File: src/catmull_rom_color_spline_macros.svh
// assertion macros for the catmull-rom color spline
`ifndef CATMULL_ROM_COLOR_SPLINE_MACROS_SVH
`define CATMULL_ROM_COLOR_SPLINE_MACROS_SVH
`ifndef SYNTHESIS
`define CRS_ASSERT(label, clk, rst, prop, msg) \
   label: assert property (@(posedge clk) disable iff (rst) prop) else $error(msg);
`define CRS_ASSERT_ALWAYS(label, clk, prop, msg) \
   label: assert property (@(posedge clk) prop) else $error(msg);
`else
`define CRS_ASSERT(label, clk, rst, prop, msg)
`define CRS_ASSERT_ALWAYS(label, clk, prop, msg)
`endif
`endif

File: src/crs_pkg.sv
// package: types, constants and helpers for the catmull-rom color spline
`timescale 1ns / 1ps
`default_nettype none
package crs_pkg;
   localparam int MaxKnots = 16;
   localparam int Channels = 3;
   localparam int FracBits = 15;
   localparam int KiW = $clog2(MaxKnots);
   localparam int ChW = 2;
   localparam int AddrW = $clog2(Channels * MaxKnots);
   localparam int SpanW = KiW;
   localparam int UW = FracBits + 1;
   localparam int QDepth = 8;
   localparam int QPtrW = 3;

   localparam logic CMD_WRITE = 1'b0;
   localparam logic CMD_EVAL  = 1'b1;

   typedef struct packed {
      logic               cmd;
      logic [1:0]         channel;
      logic [3:0]         knot_index;
      logic signed [15:0] knot_value;
      logic signed [15:0] sample;
   } req_type;

   typedef struct packed {
      logic signed [15:0] red;
      logic signed [15:0] green;
      logic signed [15:0] blue;
   } rsp_type;

   // classified work between front and back
   typedef struct packed {
      logic               is_eval;
      logic               wr_en;
      logic [AddrW-1:0]   wr_addr;
      logic signed [15:0] wr_data;
      logic               zero;
      logic [SpanW-1:0]   span;
      logic [UW-1:0]      u;
   } op_type;

   // rounded product shift, ties toward plus infinity
   function automatic logic signed [23:0] rnd_mul(input logic signed [23:0] h,
                                                  input logic [UW-1:0] u);
      logic signed [41:0] p;
      p = 42'(h) * $signed({1'b0, u});
      p = p + 42'(1 <<< (FracBits - 1));
      return 24'(p >>> FracBits);
   endfunction
endpackage
`default_nettype wire

File: src/crs_queue.sv
// result queue with credit-based fill tracking
`timescale 1ns / 1ps
`default_nettype none
`include "catmull_rom_color_spline_macros.svh"
module crs_queue (
   input  wire logic              clock,
   input  wire logic              reset,
   input  wire logic              wr_en,
   input  wire crs_pkg::rsp_type  wr_data,
   input  wire logic              rd_en,
   output crs_pkg::rsp_type       rd_data,
   output logic                   empty,
   input  wire logic              in_push,
   input  wire logic              in_eval,
   output logic                   full
);
   crs_pkg::rsp_type mem_ff [crs_pkg::QDepth];
   logic [crs_pkg::QPtrW-1:0] wp_ff, rp_ff;
   logic [crs_pkg::QPtrW:0] cnt_ff, cnt_in;
   // results in flight plus stored, reserved at accept
   logic [crs_pkg::QPtrW:0] rsv_ff, rsv_in;

   always_comb begin
      cnt_in = cnt_ff + (crs_pkg::QPtrW+1)'(wr_en) - (crs_pkg::QPtrW+1)'(rd_en);
      rsv_in = rsv_ff + (crs_pkg::QPtrW+1)'(in_push && in_eval)
               - (crs_pkg::QPtrW+1)'(rd_en);
   end

   always_ff @(posedge clock) begin
      if (reset) begin
         wp_ff <= '0; rp_ff <= '0; cnt_ff <= '0; rsv_ff <= '0;
      end else begin
         if (wr_en) wp_ff <= wp_ff + crs_pkg::QPtrW'(1);
         if (rd_en) rp_ff <= rp_ff + crs_pkg::QPtrW'(1);
         cnt_ff <= cnt_in;
         rsv_ff <= rsv_in;
      end
      if (wr_en) mem_ff[wp_ff] <= wr_data;
   end

   assign rd_data = mem_ff[rp_ff];
   assign empty = (cnt_ff == '0);
   assign full = (rsv_ff >= (crs_pkg::QPtrW+1)'(crs_pkg::QDepth));

   `CRS_ASSERT(a_cnt, clock, reset, cnt_ff <= rsv_ff, "stored exceeds reserved")
   `CRS_ASSERT(a_ovf, clock, reset, !(wr_en && cnt_ff == (crs_pkg::QPtrW+1)'(crs_pkg::QDepth)), "queue overflow")
   `CRS_ASSERT(a_rsv, clock, reset, rsv_ff <= (crs_pkg::QPtrW+1)'(crs_pkg::QDepth), "reservation overflow")
endmodule
`default_nettype wire

File: config.mk
export PLATFORM = sky130hd
export DESIGN_NAME = crs_queue
export DESIGN_NICKNAME = d
export VERILOG_FILES = /design/src/crs_pkg.sv /design/src/crs_queue.sv
export VERILOG_INCLUDE_DIRS = /design/src /design/src/src
export SDC_FILE = /design/constraint.sdc
export NUM_CORES = 1
export LEC_CHECK = 0
export ABC_AREA = 1
export BUFFER_PORTS_ARGS = -buffer_cell sky130_fd_sc_hd__buf_2
export CAP_MARGIN = 20
export CORE_MARGIN = 3
export CORE_UTILIZATION = 55
export CTS_BUF_LIST = sky130_fd_sc_hd__clkbuf_4 sky130_fd_sc_hd__clkbuf_8 sky130_fd_sc_hd__clkbuf_16
export DETAILED_ROUTE_END_ITERATION = 10
export GPL_ROUTABILITY_DRIVEN = 0
export PLACE_DENSITY = 0.73
export SYNTH_ARGS = -nofsm -noshare
export SYNTH_HDL_FRONTEND = slang
export SYNTH_SLANG_ARGS = --single-unit
File: constraint.sdc
create_clock -name clock -period 6.65 [get_ports clock]
set_input_delay 0.3325 -clock clock [delete_from_list [all_inputs] [get_ports clock]]
set_output_delay 0.3325 -clock clock [all_outputs]
set_load 0.01 [all_outputs]
==> After elaboration in Yosys (flattened, before gate mapping) <==
Memories as Yosys holds them, arrays and structs flattened. A register that Yosys moved wholly into a read port is not among the register bits.
Index checks and enable logic that the tools add are counted.
{ "op_classes": {"addsub": 6, "mul": 0, "div": 0, "magnitude_cmp": 1, "n_eq_ne": 0, "shifts": 0, "n_mux": 4, "bitwise_logic": 0, "n_reduce_logical": 2} }
{ "ops": {"columns": ["cell", "n"], "rows": [
  ["$add A4 B1 Y4", 2],
  ["$sub A4 B1 Y4", 2],
  ["$add A3 B1 Y3 const B", 2],
  ["$mux W3", 2],
  ["$ge A4 B4 Y1 const B", 1],
  ["$logic_not A4 Y1", 1],
  ["$mux W1", 2],
  ["$logic_and A1 B1 Y1", 1]
]} }
{ "totals": {"reg_bits": 14, "latch_bits": 0, "ramBits": 384, "romBits": 0, "output_inout_bits": 50, "wordCells": 18, "memories": 1} }
{ "memory_table": {"columns": ["name", "depth", "width", "rd", "rd_clocked_by_memory_dff", "write_ports", "line", "source"], "rows": [
  ["mem_ff", 8, 48, 1, 1, 1, "crs_queue.sv:17", "crs_pkg::rsp_type mem_ff [crs_pkg::QDepth];"]
]} }

==> Depth between registers and ports, before layout <==
{ "logic_depth": {"ltp_word": 3, "ltp_mapped": 9, "ltp_nobuf": 9} }

==> Worst setup path after synthesis <==
Ideal clock, no wire load.
{ "synth_path": {"path_type": "in2reg", "start": "input wr_en", "end": "memory mem_ff[0][0] (netlist name), enable pin", "setup_time_ns": 0.454, "arrival_time_ns": 2.717, "required_ns": 6.196, "setup_slack_ns": 3.479, "path_stages": 3, "path_cell_list": "inv_1 -> or2_2 -> nor2_1"} }
{ "synth_via": {"elab_chain_cells": 2} }
{ "synth_rtl": {"columns": ["item", "line", "source"], "rows": [
  ["start, declared", "crs_queue.sv:8", "input wire logic wr_en,"],
  ["$mux W1", "crs_queue.sv:38", "if (wr_en) mem_ff[wp_ff] <= wr_data;"],
  ["$mux W1 (implied by the code)", "crs_queue.sv:38", null],
  ["end, declared", "crs_queue.sv:17", null]
]} }
No other way between the ends.

==> metrics.cfg <==
[floorplanning]
core-area_mm2=0.0310
io_pins=104
rows=64
start_util_pct=56.5
die_area_mm2=0.0340
fp.dieW_um=184
die_y_um=184

[critical_path]
cp.arrival_ns=3.42
cpLargestDelayFamily=buffers and inverters
path_cells=inv_6, buf_4, buf_16, nand2_1, nand3_1, nand2_1, nand2_1, nand2_1, buf_2
crit_path_max_incr_delay_ns=1.05
start_kind=flop
crit_type=flop to output port
required_ns=6.32
cp.buffers_inverters=4
crit_fanout=98
cp_slowest_cell=dfxtp_4
path_common_cell=nand2_1
worstSetupEndpointType=output port

[timing]
finalHoldViolations=0
rsz0062_at_grt=no
skew_ns=0.0104
setup_viol=0
period_share_pct=56.4
fin_setup_tns_ns=0
slew_headroom_pct=27.4
slew_viol_final=0
worst_pin_slew_ns=1.09
fmax_mhz=267
period_minus_slack_ns=3.75

[final_layout]
nNetsFinal=1929
drive_gt1_share_pct=10.6
final_cells=2290
final_common_cell=nand2_1
final_cell_mix=641 x nand2_1, 406 x inv_1, 384 x edfxtp_1
finalCoreUtilization_pct=63.6
stdcell_area_mm2=0.0197
area_delta_synth_final_pct=12.6

[global_route]
grt_pass1_vias=11400
track_usage_pct=21.7
antenna_found_initial=4
grt_first_pass_wirelength_mm=58.0
grt_max_degree=107
grt-ovfl-total=0

[detailed_routing]
drtIter0Drc=773
highest_layer=met5
firstDrtPassIters=5
ant_nets=0
met1_length_mm=15.1
vias=11500
viasPerCell=5.03
wl_met3_mm=2.67
routed-wl-met2_mm=17.8
wirelength_mm=36.7
drcViolationCount=0
wl_per_cell_um=16.0

[cts]
clk_latency_ns=0.54
clk_path_buf_depth=3
numClockSinks=401
root_buffer=clkbuf_16
ctsHoldBuffers=0
postCtsResizedCells=0
cts_setup_buffers=0
cts_tree=yes
htreeDepth=2
numCtsBuffers=42
clk_pin_slew_worst_paths_ns=0.06

[synthesis]
yosys_warnings=0
ys_seq_elements=401
synth_cell_type_count=18
syn_area_mm2=0.0175
syn_nets=1841
avgSynthCellArea_um2=9.88
synth.top_cells.by_area=edfxtp_1 66%, nand2_1 14%, inv_1 8.7%
synth_seq_area_share_pct=67.8
yosysTopAreaCellShare_pct=65.9
yosys.area.top_type=edfxtp_1
syn_inst=1773

[pwr]
p_sw_share_pct=24.0
p_sw_uw=1380
p_leak_uw=0.00915
intPower_uw=4380
comb_power_share_pct=10.6
p_clk_share_pct=39.2
power_density_mw_per_mm2=292
seqPwrFrac_pct=50.2
irDropWorstVdd_mv=0.215

[worst_hold_path]
hold_path_class=input port to flop

[place]
postPlaceCellArea_mm2=0.0184
portBuffers=103
dp_hpwl_mm=19.5
placedCellCount=2212

[job]
max_cap_viol_count=0

[status]
status=complete, no violations

-- path summary, 6_finish.rpt --
check                         from                 endpoint  slack [ns]  depth (start not counted)
max                           flop               rd_data[9]        2.90                          9
min                    wr_data[24]  mem_ff[4][24]$_DFFE_PP_        0.05                          1
min reg2reg  wp_ff[0]$_SDFFE_PP0P_    wp_ff[0]$_SDFFE_PP0P_        0.52                          2
max reg2reg  wp_ff[0]$_SDFFE_PP0P_  mem_ff[6][42]$_DFFE_PP_        4.29                          3
-- state kept, by name, indices dropped and copies added (netlist names), named ones only --
name    flops
mem_ff    384
rp_ff       3
rsv_ff      4
wp_ff       3
cnt_ff      4
-- synth_stat cells --
| master | n |
|---|---|
| xnor2_1 | 1 |
| o21bai_1 | 1 |
| buf_4 | 1 |
| nor2_1 | 20 |
| ha_1 | 12 |
| buf_1 | 2 |
| fa_1 | 2 |
| o21ai_0 | 5 |
| or2_2 | 3 |
| edfxtp_1 | 384 |
| buf_2 | 55 |
| dfxtp_1 | 17 |
| nand2_1 | 641 |
| inv_1 | 407 |
| clkbuf_1 | 16 |
| a21oi_1 | 9 |
| inv_2 | 2 |
| nand3_1 | 195 |
-- power by group through the flow --
stage                     combinational, uW  clock (uW)  sequential, uW
after floorplan                         423           0            2910
after global placement                  588           0            2940
after detailed placement                609           0            2940
after CTS                               612        2300            2890
after global routing                    695        2400            2900
final                                   608        2260            2890
-- cell families after synthesis --
| kind of cell | synth area share [%] |
|---|---|
| fa+ha+maj | 1.09 |
| simple gates | 19.9 |
| xor+xnor | 0.0500 |
| compound gates | 0.443 |
| flops | 67.8 |
| buf+inv | 10.8 |
-- per-layer routing --
metal / vias up / global-route usage [%]
met5: - / 0
li1: 5675 / -
met3: 86 / 4.01
met2: 369 / 37.5
met1: 5381 / 27.7
met4: 8 / 7.26
-- worst reg2reg max path: stages, from the launching register on --
cell	delay [ns]
dfxtp_1	0.33
or2_2	0.41
nor2_4	0.69
buf_4	0.56
-- area by class of cell --
type                       instances  area (um2)
inverter                         409        1540
multi-input combinational        889        3810
tap                              396         495
sequential                       401       11900
antenna                            1        2.50
timing repair buffer             118         648
clock inverter                    26         211
fill                            2422       11300
clock buffer                      50        1130
-- metrics by stage --
step | hold WS [ns] | total power (uW) | setup slack, ns
5_1_grt | 0.0562 | 6000 | 2.66
3_3_place_gp | 0.487 | 3530 | 3.39
3_5_place_dp | 0.519 | 3550 | 3.29
6_report | 0.0540 | 5760 | 2.90
2_1_floorplan | 0.431 | 3340 | 3.48
4_1_cts | 0.0377 | 5800 | 2.72
(Power assumes the default switching activity.)
