File: src/catmull_rom_color_spline_macros.svh
// assertion macros for the catmull-rom color spline
`ifndef CATMULL_ROM_COLOR_SPLINE_MACROS_SVH
`define CATMULL_ROM_COLOR_SPLINE_MACROS_SVH
`ifndef SYNTHESIS
`define CRS_ASSERT(label, clk, rst, prop, msg) \
   label: assert property (@(posedge clk) disable iff (rst) prop) else $error(msg);
`define CRS_ASSERT_ALWAYS(label, clk, prop, msg) \
   label: assert property (@(posedge clk) prop) else $error(msg);
`else
`define CRS_ASSERT(label, clk, rst, prop, msg)
`define CRS_ASSERT_ALWAYS(label, clk, prop, msg)
`endif
`endif

File: src/crs_pkg.sv
// package: types, constants and helpers for the catmull-rom color spline
`timescale 1ns / 1ps
`default_nettype none
package crs_pkg;
   localparam int MaxKnots = 16;
   localparam int Channels = 3;
   localparam int FracBits = 15;
   localparam int KiW = $clog2(MaxKnots);
   localparam int ChW = 2;
   localparam int AddrW = $clog2(Channels * MaxKnots);
   localparam int SpanW = KiW;
   localparam int UW = FracBits + 1;
   localparam int QDepth = 8;
   localparam int QPtrW = 3;

   localparam logic CMD_WRITE = 1'b0;
   localparam logic CMD_EVAL  = 1'b1;

   typedef struct packed {
      logic               cmd;
      logic [1:0]         channel;
      logic [3:0]         knot_index;
      logic signed [15:0] knot_value;
      logic signed [15:0] sample;
   } req_type;

   typedef struct packed {
      logic signed [15:0] red;
      logic signed [15:0] green;
      logic signed [15:0] blue;
   } rsp_type;

   // classified work between front and back
   typedef struct packed {
      logic               is_eval;
      logic               wr_en;
      logic [AddrW-1:0]   wr_addr;
      logic signed [15:0] wr_data;
      logic               zero;
      logic [SpanW-1:0]   span;
      logic [UW-1:0]      u;
   } op_type;

   // rounded product shift, ties toward plus infinity
   function automatic logic signed [23:0] rnd_mul(input logic signed [23:0] h,
                                                  input logic [UW-1:0] u);
      logic signed [41:0] p;
      p = 42'(h) * $signed({1'b0, u});
      p = p + 42'(1 <<< (FracBits - 1));
      return 24'(p >>> FracBits);
   endfunction
endpackage
`default_nettype wire

File: src/crs_front.sv
// front end: classifies requests, computes span and fraction
`timescale 1ns / 1ps
`default_nettype none
module crs_front (
   input  wire logic               clock,
   input  wire logic               reset,
   input  wire logic               in_valid,
   input  wire crs_pkg::req_type   in_req,
   input  wire logic [4:0]         knot_count,
   output crs_pkg::op_type         op_ff
);
   localparam int XW = crs_pkg::UW + 4;
   crs_pkg::op_type op_in;
   logic signed [17:0] t15;
   logic [crs_pkg::UW-1:0] t;
   logic [4:0] kc;
   logic [3:0] nspans;
   logic [XW-1:0] x;
   logic [XW-crs_pkg::FracBits-1:0] sp;
   logic [crs_pkg::SpanW-1:0] span;

   always_comb begin
      t15 = 18'(in_req.sample) + 18'sd16384;
      if (t15 < 0) t = '0;
      else if (t15 > 18'sd32768) t = crs_pkg::UW'(32768);
      else t = crs_pkg::UW'(t15);
      kc = (knot_count > 5'(crs_pkg::MaxKnots)) ? 5'(crs_pkg::MaxKnots) : knot_count;
      nspans = 4'(kc - 5'd3);
      x = XW'(t) * XW'(nspans);
      sp = x[XW-1:crs_pkg::FracBits];
      if (sp > (XW-crs_pkg::FracBits)'(nspans - 4'd1)) span = nspans - 4'd1;
      else span = crs_pkg::SpanW'(sp);
      op_in.is_eval = in_valid && (in_req.cmd == crs_pkg::CMD_EVAL);
      op_in.wr_en = in_valid && (in_req.cmd == crs_pkg::CMD_WRITE)
                    && (in_req.channel < 2'(crs_pkg::Channels));
      op_in.wr_addr = crs_pkg::AddrW'({in_req.channel, in_req.knot_index});
      op_in.wr_data = in_req.knot_value;
      op_in.zero = (kc < 5'd4);
      op_in.span = span;
      op_in.u = crs_pkg::UW'(x - (XW'(span) << crs_pkg::FracBits));
   end

   always_ff @(posedge clock) begin
      if (reset) begin
         op_ff.is_eval <= 1'b0;
         op_ff.wr_en <= 1'b0;
      end else begin
         op_ff.is_eval <= op_in.is_eval;
         op_ff.wr_en <= op_in.wr_en;
      end
      op_ff.wr_addr <= op_in.wr_addr;
      op_ff.wr_data <= op_in.wr_data;
      op_ff.zero <= op_in.zero;
      op_ff.span <= op_in.span;
      op_ff.u <= op_in.u;
   end
endmodule
`default_nettype wire

File: config.mk
export PLATFORM = sky130hd
export DESIGN_NAME = crs_front
export DESIGN_NICKNAME = d
export VERILOG_FILES = /design/src/catmull_rom_color_spline_macros.svh /design/src/crs_pkg.sv /design/src/crs_front.sv
export SDC_FILE = /design/constraint.sdc
export NUM_CORES = 1
export LEC_CHECK = 0
export ABC_AREA = 1
export BUFFER_PORTS_ARGS = -buffer_cell sky130_fd_sc_hd__buf_2
export CAP_MARGIN = 25
export CELL_PAD_IN_SITES_DETAIL_PLACEMENT = 0
export CELL_PAD_IN_SITES_GLOBAL_PLACEMENT = 1
export CORE_MARGIN = 1.5
export CORE_UTILIZATION = 39
export DETAILED_ROUTE_END_ITERATION = 8
export PLACE_DENSITY = 0.87
export REMOVE_ABC_BUFFERS = 1
export SYNTH_ARGS = -nofsm -noshare
export SYNTH_HDL_FRONTEND = slang
export SYNTH_SLANG_ARGS = --single-unit
export TNS_END_PERCENT = 1
File: constraint.sdc
create_clock -name clock -period 6 [get_ports clock]
set_input_delay 0.6 -clock clock [delete_from_list [all_inputs] [get_ports clock]]
set_output_delay 0.6 -clock clock [all_outputs]
set_load 0.02 [all_outputs]
# --- Word-level counts from Yosys, hierarchy flattened ---
# Index checks and enable logic that the tools add are counted.
totals:
  reg_bits: 45
  in_bits: 47
  output_inout_bits: 45
  wordCells: 27
op_classes:
  n_addsub: 5
  multipliers: 1
  n_lt_le_gt_ge: 6
  muxes: 4
  bitwise_logic: 1
  reduce_logical: 3
op_table:
  columns: ["op", "n"]
  rows:
  - ["$mux 16", 2]
  - ["$mul 16x4->20", 1]
  - ["$add 16x16->17 const B", 1]
  - ["$gt 17x17->1 const B", 1]
  - ["$lt 17x1->1 const B", 1]
  - ["$sub 16x16->16", 1]
  - ["$gt 5x5->1", 1]
  - ["$gt 5x5->1 const B", 1]
  - ["$lt 5x3->1 const B", 1]
  - ["$mux 5", 1]
  - ["$sub 4x1->5 const B", 1]
  - ["$mux 4", 1]
  - ["$sub 4x1->4 const B", 1]
  - ["$sub 4x2->4 const B", 1]
  - ["$logic_and 1x1->1", 3]
  - ["$lt 2x2->1 const B", 1]
  - ["$not 1->1", 1]

# --- Longest topological paths before layout ---
# Gate-level depths: netlist (run 1).
logic_depth:
  ltp_word: 8
  ltp_mapped: 33
  depth_no_buf: 32

# --- Worst setup path after synthesis (run 1) ---
# OpenSTA, ideal clock, no wires.
synth_path:
  kind: "input to register"
  start: "input knot_count[0]"
  end: "register op_ff[15] (netlist bit)"
  setup_time_ps: 58
  t_arrival_ps: 4790
  required_time_ps: 5942
  path_slack_ps: 1152
  path_stages: 30
  path_buffers: 1
  cell_sequence: "inv_1 nor2_4 ha_1 inv_1 clkbuf_1 nor2_1 fa_1 inv_1 fa_1 inv_1 ha_1 nand2_1 nand2_1 nand2_1 nand3_1 nand2_1 nand2_1 nand2_1 nand3_1 nand2_1 nand2_1 ha_1 nand2_1 nor2_1 nand2_1 a21boi_2 inv_1 nor2_2 nand3_1 nand2_1"
synth_rtl:
  columns: ["item", "line_no", "source"]
  rows:
  - ["start, declared", "crs_front.sv:9", "input wire logic [4:0] knot_count,"]
  - ["end, declared", "crs_front.sv:10", "output crs_pkg::op_type op_ff"]

==> results of run 1 <==
## cell type report
| class | instances | area [um^2] | area share [%] |
|---|---|---|---|
| tap | 108 | 135 | 3.19 |
| timing repair buffer | 93 | 470 | 11.1 |
| clock buffer | 5 | 68.8 | 1.63 |
| inverter | 89 | 334 | 7.90 |
| sequential | 45 | 901 | 21.3 |
| clock inverter | 3 | 21.3 | 0.503 |
| multi-input combinational | 335 | 2300 | 54.4 |
## placed cells by master (no fill, tap or decap)
| cell | instances |
|---|---|
| inv_2 | 2 |
| nand4_1 | 16 |
| inv_6 | 1 |
| clkbuf_8 | 5 |
| xor2_1 | 8 |
| buf_4 | 2 |
| clkinv_2 | 1 |
| nand2_1 | 90 |
| a21o_1 | 1 |
| buf_2 | 91 |
| nor2_1 | 68 |
| fa_1 | 28 |
| nor3_1 | 7 |
| inv_1 | 86 |
| ha_1 | 30 |
| nand3b_1 | 1 |
| clkinvlp_4 | 1 |
| nor2_2 | 5 |
| o21ai_0 | 2 |
| nor4_2 | 1 |
| nand2_2 | 11 |
| a2111oi_0 | 1 |
| nand2_4 | 1 |
| xnor2_1 | 3 |
| nand3_1 | 30 |
| o21bai_1 | 1 |
| and2_1 | 5 |
| nand3_2 | 8 |
| clkinv_1 | 1 |
| a21boi_2 | 1 |
| a21oi_1 | 14 |
| a21oi_2 | 1 |
| nor2_4 | 2 |
| dfxtp_1 | 45 |
## path summary, 6_finish.rpt
path | from | endpoint | cells past startpoint
hold / removal | in_req[21] | op_ff[26] | 1
setup / recovery | knot_count[0] | op_ff[15] | 28
## metrics by stage
stage	utilization [%]	power, W	hold slack (ps)	cells
after floorplan	-	0.000790	628	469
after global placement	47.0	0.000953	703	670
after detailed placement	47.0	0.000959	704	670
after CTS	48.0	0.00115	388	678
after global routing	48.0	0.00124	376	678
final	48.0	0.00114	396	678
## per-layer routing
layer | part of all wire (%) | up-vias | wire length (um) | GRT usage (%)
met3 | 6.3 | 15 | 518 | 2.62
met5 | 0 | - | 0 | 0
met1 | 47 | 1428 | 3880 | 23.8
met4 | 2.5 | 0 | 206 | 6.48
li1 | - | 1659 | - | -
met2 | 44 | 107 | 3640 | 29.5
## power breakdown
part           switching [W]  total [W]  internal (W)
clock network       0.000106   0.000188     0.0000826
logic               0.000374   0.000572      0.000198
registers          0.0000124   0.000378      0.000366
## cells by family (layout without fill, tap and decap cells)
logic type               Yosys count  count (layout)
AO/OA/AOI/OAI                     21              21
flip-flops                        45              45
buffers and inverters             97             190
AND/OR/NAND/NOR                  245             245
adder cells (fa/ha/maj)           58              58
XOR/XNOR                          11              11
==> reports/qor.txt, run 1 <==
Pwr/cell area: 269 nW/um^2
Yosys top cell by area: dfxtp_1
Crit path max fanout: 17
DRC errors left: 11
Post-Synthesis Cell Area: 3590 um^2
Antenna violations before repair: 0
Vias: 3209
CTS root buf: clkbuf_8
Syn Area/Cell: 7.53 um^2
Top FF cell, synth: dfxtp_1
Adder-cell area share of the yosys netlist: 26.1%
Synth Area in XOR/XNOR: 2.68%
Post-Place Setup Slack: 372 ps
Final worst slack: 681 ps
Synth Area in Compound Gates: 3.45%
Core Rows: 34
Mux cell area share after synthesis: 0%
Number of I/O port buffers: 91
P&R area growth vs syn: 17.8%
LEAKAGE: 2.41 nW
Peak Freq: 188 MHz
Max Slew Vio Count: 0
RePlAce Congestion: 0.850
Critical path required time: 6250 ps
Crit path largest cell delay: 540 ps
Largest family of logic cells by synthesized area: simple AND/OR/NAND/NOR gates
Post-synth EDFFs: 0
Synth top area cells: dfxtp_1, fa_1, ha_1
Starting Density: 40.8%
Asr flop ratio synth: 0%
Max-slew headroom: 64.9%
Sum of negative setup slack: 0 ps
Final #Nets: 674
Reg with most FFs: op_ff
Drt first pass iters: 7
CTS tree: done
Grt ovf: 0
Most common cell in the netlist: nand2_1
DR WL/cell: 12.2 um
GRT Util Overall: 17.9%
Top cell type's share of synthesized area: 25.1%
Die footprint: 9790 um^2
Final hold vios: 0
Syn. warnings: 0
Largest net degree at the start of global routing: 27
Drt initial violations: 109
Post-synthesis sequential area ratio: 25.1%
Dpl hpwl: 7.04 mm
Ant diodes: 0
CP Class: in -> reg
Synth Area in Simple Gates: 31.9%
Cells after synthesis: 477
Final setup fails: 0
Buffer count from post-CTS setup fixing: 0
Synth cell count leaders: nand2_1, inv_1, nor2_1
Clock transition at the registers of the reported paths: 90 ps
Tcrit/Tclk final: 88.7%
Share of cells above drive strength 1: 23.3%
I/O pin count: 92
Clock tree sinks: 45
CP arrival: 5570 ps
Hold WC Path Type: in -> reg
Vias per Instance: 4.73
Measured slew at the worst slew-check pin: 523 ps
Max_cap viols: 0
CTS Buf Count: 5
Top Family by Delay on Critical Path: simple AND/OR/NAND/NOR gates
Violated checks: DRC
Fillers: 889
H-tree depth: 2
Total wire length: 8.25 mm
Clk buf depth: 2
Regs by FF count: op_ff (45)
Worst path slowest cell: fa_1
Vias in the first global route: 3219
Detail Route Antenna Nets: 0
Die H: 98.9 um
Hold-fix buffers, CTS: 0
RSZ-0062 raised after global routing: false
Maximum vdd drop: 0.0999 mV
WP buf/inv: 5
Final instance area: 4230 um^2
Post_cts resized: 0
Max reg flops: 45
Final Critical Period: 5320 ps
First-pass GRT wire length: 14.2 mm
DP Area: 4140 um^2
Startpoint Class: input port
CP endpoint kind: register
Die W: 98.9 um
Core area: 8810 um^2
Synthesized flop and latch total: 45
Outcome: complete, but fails checks
Number of distinct library cells after synthesis: 33
(Power assumes the default switching activity.)
==> run 2: changes to the inputs <==
--- a/config.mk
+++ b/config.mk
@@ -13,7 +13,7 @@
 export CORE_MARGIN = 1.5
 export CORE_UTILIZATION = 39
 export DETAILED_ROUTE_END_ITERATION = 8
-export PLACE_DENSITY = 0.87
+export PLACE_DENSITY = 0.82
 export REMOVE_ABC_BUFFERS = 1
 export SYNTH_ARGS = -nofsm -noshare
 export SYNTH_HDL_FRONTEND = slang
==> run 2 against run 1 <==
The flow still finishes with violations (DRC). Die area unchanged. Via count shrank 1.8%. Count of clock-buffer cells in the layout unchanged. Critical path depth did not move. Combinational power decreased by 1%. Largest cell class unchanged. Largest power group unchanged.
==> reports/qor.txt, run 2 (synthesized netlist as in run 1, its figures left out) <==
Leading cell type in the layout, fill and taps excluded: buf_2
Core area: 8810 um^2 (unchanged)
Starting Density: 40.8% (unchanged)
CTS Buf Count: 5 (unchanged)
M2 GR Usage: 27.8% (-1.8 points)
Violated checks: DRC
Post-Place Setup Slack: 322 ps (-50.2 ps)
Met3 usage: 2.98% (+0.35 points)
CP Class: in -> reg
DR WL/cell: 11.6 um (-4.7%)
Crit path max fanout: 11 (-6)
Detail Route Antenna Nets: 0 (unchanged)
Max Slew Vio Count: 0 (unchanged)
Grt met1 use: 23.0% (-0.82 points)
Ant diodes: 0 (unchanged)
Hold Worst Slack: 386 ps (-9.25 ps)
Grt ovf: 0 (unchanged)
RSZ-0062 raised after global routing: false
Sum of negative setup slack: 0 ps (unchanged)
Die W: 98.9 um (unchanged)
Share of cells above drive strength 1: 23.3% (unchanged)
First-pass GRT wire length: 13.8 mm (-3.3%)
Largest net degree at the start of global routing: 27 (unchanged)
CP endpoint kind: register
Die H: 98.9 um (unchanged)
Startpoint Class: input port
Busiest grt layer: met2
Hold WC Path Type: in -> reg
Final Critical Period: 5370 ps (+49.0 ps)
Post_cts resized: 0 (unchanged)
Vias: 3151 (-1.8%)
Total wire length: 7.86 mm (-4.7%)
Final worst slack: 632 ps (-49.0 ps)
Core Rows: 34 (unchanged)
Drt first pass iters: 6 (-1)
Max reg flops: 45 (unchanged)
Critical path required time: 6250 ps (about the same)
Final instance area: 4260 um^2 (+0.68%)
Maximum vdd drop: 0.0937 mV (-6.2%)
Vias in the first global route: 3102 (-3.6%)
Final hold vios: 0 (unchanged)
Tcrit/Tclk final: 89.5% (+0.82 points)
Max-slew headroom: 59.8% (-5.2 points)
Regs by FF count: op_ff (45)
Number of I/O port buffers: 91 (unchanged)
Antenna violations before repair: 0 (unchanged)
RePlAce Congestion: 0.883 (+3.8%)
Die footprint: 9790 um^2 (unchanged)
I/O pin count: 92 (unchanged)
Reg with most FFs: op_ff
GRT Util Overall: 17.1% (-0.79 points)
Final #Nets: 674 (unchanged)
CTS tree: done
Max_cap viols: 0 (unchanged)
Clock tree sinks: 45 (unchanged)
Clock transition at the registers of the reported paths: 90 ps (about the same)
Pwr/cell area: 277 nW/um^2 (+3.1%)
Dpl hpwl: 6.75 mm (-4.1%)
DRC errors left: 10 (-1)
Final setup fails: 0 (unchanged)
H-tree depth: 2 (unchanged)
Peak Freq: 186 MHz (-0.91%)
Most frequent cells in the layout: buf_2, nand2_1, inv_1, nor2_1, dfxtp_1
Outcome: complete, but fails checks
P&R area growth vs syn: 18.6%
Vias per Instance: 4.65 (-1.8%)
CTS root buf: clkbuf_8
Drt initial violations: 145 (+33%)
LEAKAGE: 2.43 nW (+0.68%)
DP Area: 4140 um^2 (unchanged)
CP arrival: 5620 ps (+50 ps)
Measured slew at the worst slew-check pin: 600 ps (+77.2 ps)
Buffer count from post-CTS setup fixing: 0 (unchanged)
Hold-fix buffers, CTS: 0 (unchanged)
Clk buf depth: 2 (unchanged)
-- run 2: cell count changes in the layout (fill, tap and decap cells not counted), sizes merged --
cell / delta
clkinvlp: -1
bufinv: +1
-- run 2: through the flow --
step                      cells  util [%]  total power, W
after global placement      670      47.0        0.000951
after detailed placement    670      47.0        0.000952
after global routing        678      48.4         0.00128
final                       678      48.4         0.00118
after CTS                   678      48.4         0.00120
after floorplan             469         -        0.000790
-- run 2: critical path, cell delays in order --
cell and delay (ps):
buf_2 130, inv_1 70, nor2_4 270, ha_1 270, nand3b_1 140, nand2_2 160, inv_1 130, nand4_1 140
fa_1 550, inv_1 50, fa_1 530, fa_1 490, nand3_1 110, nand3_1 160, nand3_1 110, nand2_1 120
nand2_1 110, nand3_1 90, and2_1 180, ha_1 260, nand2_1 60, nor2_1 140, nand2_1 90, a21boi_2 240
inv_1 150, nor2_2 120, nand3_1 70, nand2_1 60
-- run 2: layout make-up --
class | count | area, um^2
fill | 900 | 4550
multi-input combinational | 335 | 2300
sequential | 45 | 901
timing repair buffer | 93 | 470
inverter | 89 | 334
tap | 108 | 135
clock buffer | 5 | 68.8
clock inverter | 3 | 50.0
-- run 2: worst paths after layout --
check                          from        end  slack (ps)  depth (start not counted)
worst max-delay path  knot_count[0]  op_ff[15]         630                         28
worst min-delay path     in_req[31]  op_ff[36]         390                          1
-- run 2: report_power, final --
group | internal (W) | switching, W
combinational | 0.000196 | 0.000369
sequential | 0.000366 | 0.0000122
clock | 0.000128 | 0.000110
total | 0.000690 | 0.000491
-- run 2: per-layer routing --
layer | routed length (um) | vias up | part of all wire (%)
li1 | - | 1661 | -
met1 | 3930 | 1367 | 50
met2 | 3260 | 109 | 41
met3 | 495 | 14 | 6.3
met4 | 185 | 0 | 2.4
met5 | 0 | - | 0
==> run 3: changes to the inputs <==
--- a/config.mk
+++ b/config.mk
@@ -10,11 +10,11 @@
 export CAP_MARGIN = 25
 export CELL_PAD_IN_SITES_DETAIL_PLACEMENT = 0
 export CELL_PAD_IN_SITES_GLOBAL_PLACEMENT = 1
+export CORE_ASPECT_RATIO = 0.75
 export CORE_MARGIN = 1.5
 export CORE_UTILIZATION = 39
 export DETAILED_ROUTE_END_ITERATION = 8
 export PLACE_DENSITY = 0.82
-export REMOVE_ABC_BUFFERS = 1
 export SYNTH_ARGS = -nofsm -noshare
 export SYNTH_HDL_FRONTEND = slang
 export SYNTH_SLANG_ARGS = --single-unit
==> run 3 against run 2 <==
The flow now finishes without violations. First-iteration DRC count is 6.9% higher. Flip-flop and latch count stayed put. Combinational power is 2% higher. Sequential power is essentially flat. Non-clock buffer count down 1. Hold slack gained 33 ps. Wire length rose by 9.8%. Via count increased by 3.3%. Sequential share of layout area fell by 0.19 points. Setup slack worse by 27 ps. Global-route usage rose by 0.94 points. Critical path type unchanged. Critical endpoint unchanged. Largest power group unchanged.
==> reports/qor.txt, run 3 (synthesized netlist as in run 1, its figures left out) <==
Highest metal used: met4
Max_cap viols: 0 (unchanged)
P&R area growth vs syn: 19.7%
CTS tree: done
Antenna violations before repair: 0 (unchanged)
Metal-1 WL: 4.50 mm (+15%)
Maximum vdd drop: 0.118 mV (+26%)
I/O pin count: 92 (unchanged)
Final instance area: 4300 um^2 (+0.91%)
Dpl hpwl: 7.30 mm (+8.1%)
Tcrit/Tclk final: 89.9% (+0.44 points)
CP arrival: 5620 ps (about the same)
Final setup fails: 0 (unchanged)
Max reg flops: 45 (unchanged)
Grt ovf: 0 (unchanged)
Ant diodes: 0 (unchanged)
Hold WC Path Type: in -> reg
Largest net degree at the start of global routing: 27 (unchanged)
Clk buf depth: 2 (unchanged)
Total wire length: 8.64 mm (+9.8%)
Die W: 114 um (+15%)
Worst path slowest cell: fa_1
Core area: 9010 um^2 (+2.3%)
Drt initial violations: 155 (+6.9%)
Share of cells above drive strength 1: 23.1% (-0.27 points)
Hold-fix buffers, CTS: 0 (unchanged)
Die H: 86.1 um (-13%)
Post-Syn Nets: 582
WP buf/inv: 5 (unchanged)
Most frequent cells in the layout: buf_2, nand2_1, inv_1, nor2_1, dfxtp_1
H-tree depth: 2 (unchanged)
Final Critical Period: 5390 ps (+26.7 ps)
Peak Freq: 185 MHz (-0.49%)
CP endpoint kind: register
Leading cell type in the layout, fill and taps excluded: buf_2
Crit path max fanout: 17 (+6)
Regs by FF count: op_ff (45)
DRC errors left: 0 (-10)
Starting Density: 39.8% (-0.92 points)
Vias: 3255 (+3.3%)
LEAKAGE: 2.44 nW (+0.59%)
Outcome: completed
Core Rows: 30 (-12%)
Sum of negative setup slack: 0 ps (unchanged)
Max-slew headroom: 61.3% (+1.6 points)
GRT Util Overall: 18.0% (+0.94 points)
Pwr/cell area: 292 nW/um^2 (+5.4%)
Clock transition at the registers of the reported paths: 60 ps (-30 ps)
Top Family by Delay on Critical Path: simple AND/OR/NAND/NOR gates
Fillers: 888 (-1.3%)
RePlAce Congestion: 0.844 (-4.4%)
Total Power: 0.00126 W (+6.3%)
CTS root buf: clkbuf_16
Measured slew at the worst slew-check pin: 577 ps (-23.5 ps)
Max Slew Vio Count: 0 (unchanged)
Crit path largest cell delay: 560 ps (about the same)
Detail Route Antenna Nets: 0 (unchanged)
Startpoint Class: input port
Vias per Instance: 4.79 (+3.0%)
Post_cts resized: 0 (unchanged)
Reg with most FFs: op_ff
Number of I/O port buffers: 91 (unchanged)
First-pass GRT wire length: 14.1 mm (+2.9%)
DR WL/cell: 12.7 um (+9.5%)
Drt first pass iters: 5 (-1)
DP Area: 4140 um^2 (about the same)
Final Util: 47.7% (-0.66 points)
Met2 WL post-DR: 3.35 mm (+3.0%)
Final #Nets: 673 (-0.15%)
CP Class: in -> reg
CTS Buf Count: 5 (unchanged)
Final hold vios: 0 (unchanged)
Buffer count from post-CTS setup fixing: 0 (unchanged)
Clock tree sinks: 45 (unchanged)
Die footprint: 9790 um^2 (about the same)
RSZ-0062 raised after global routing: false
Critical path required time: 6230 ps (-20 ps)
Vias in the first global route: 3030 (-2.3%)
DR WL met3: 622 um (+26%)
## run 3: cell count changes in the layout (fill, tap and decap cells not counted), sizes merged
| cell | delta |
|---|---|
| inv | -1 |
| buf | -1 |
## run 3: area by class of cell
type | instances | area (um^2) | share of cell area, %
inverters | 89 | 334 | 7.77
well taps | 112 | 140 | 3.26
clock inverters | 2 | 35.0 | 0.815
flip-flops and latches | 45 | 901 | 21.0
multi-input cells | 335 | 2300 | 53.5
clock buffers | 5 | 125 | 2.91
repair buffers | 92 | 463 | 10.8
## run 3: metrics by stage
step,hold slack [ps],instances,setup slack [ps]
after CTS,412,680,623
after floorplan,628,477,1150
final,419,680,605
after global routing,409,680,127
after global placement,703,673,535
after detailed placement,704,673,359
## run 3: per-layer routing
metal | track usage, % | vias to the layer above
li1 | - | 1658
met1 | 27.1 | 1458
met2 | 26.8 | 125
met3 | 2.69 | 14
met4 | 5.00 | 0
met5 | 0 | -
## run 3: report_power, final
group,switching (W),internal [W],total [W]
Sequential,0.0000121,0.000366,0.000378
Combinational,0.000381,0.000197,0.000579
Clock,0.000106,0.000193,0.000299
## run 3: path summary, 6_finish.rpt
| path | startpoint | end | slack [ps] | depth (start not counted) |
|---|---|---|---|---|
| setup / recovery | knot_count[0] | op_ff[15] | 610 | 28 |
| hold / removal | in_req[16] | op_ff[21] | 420 | 1 |
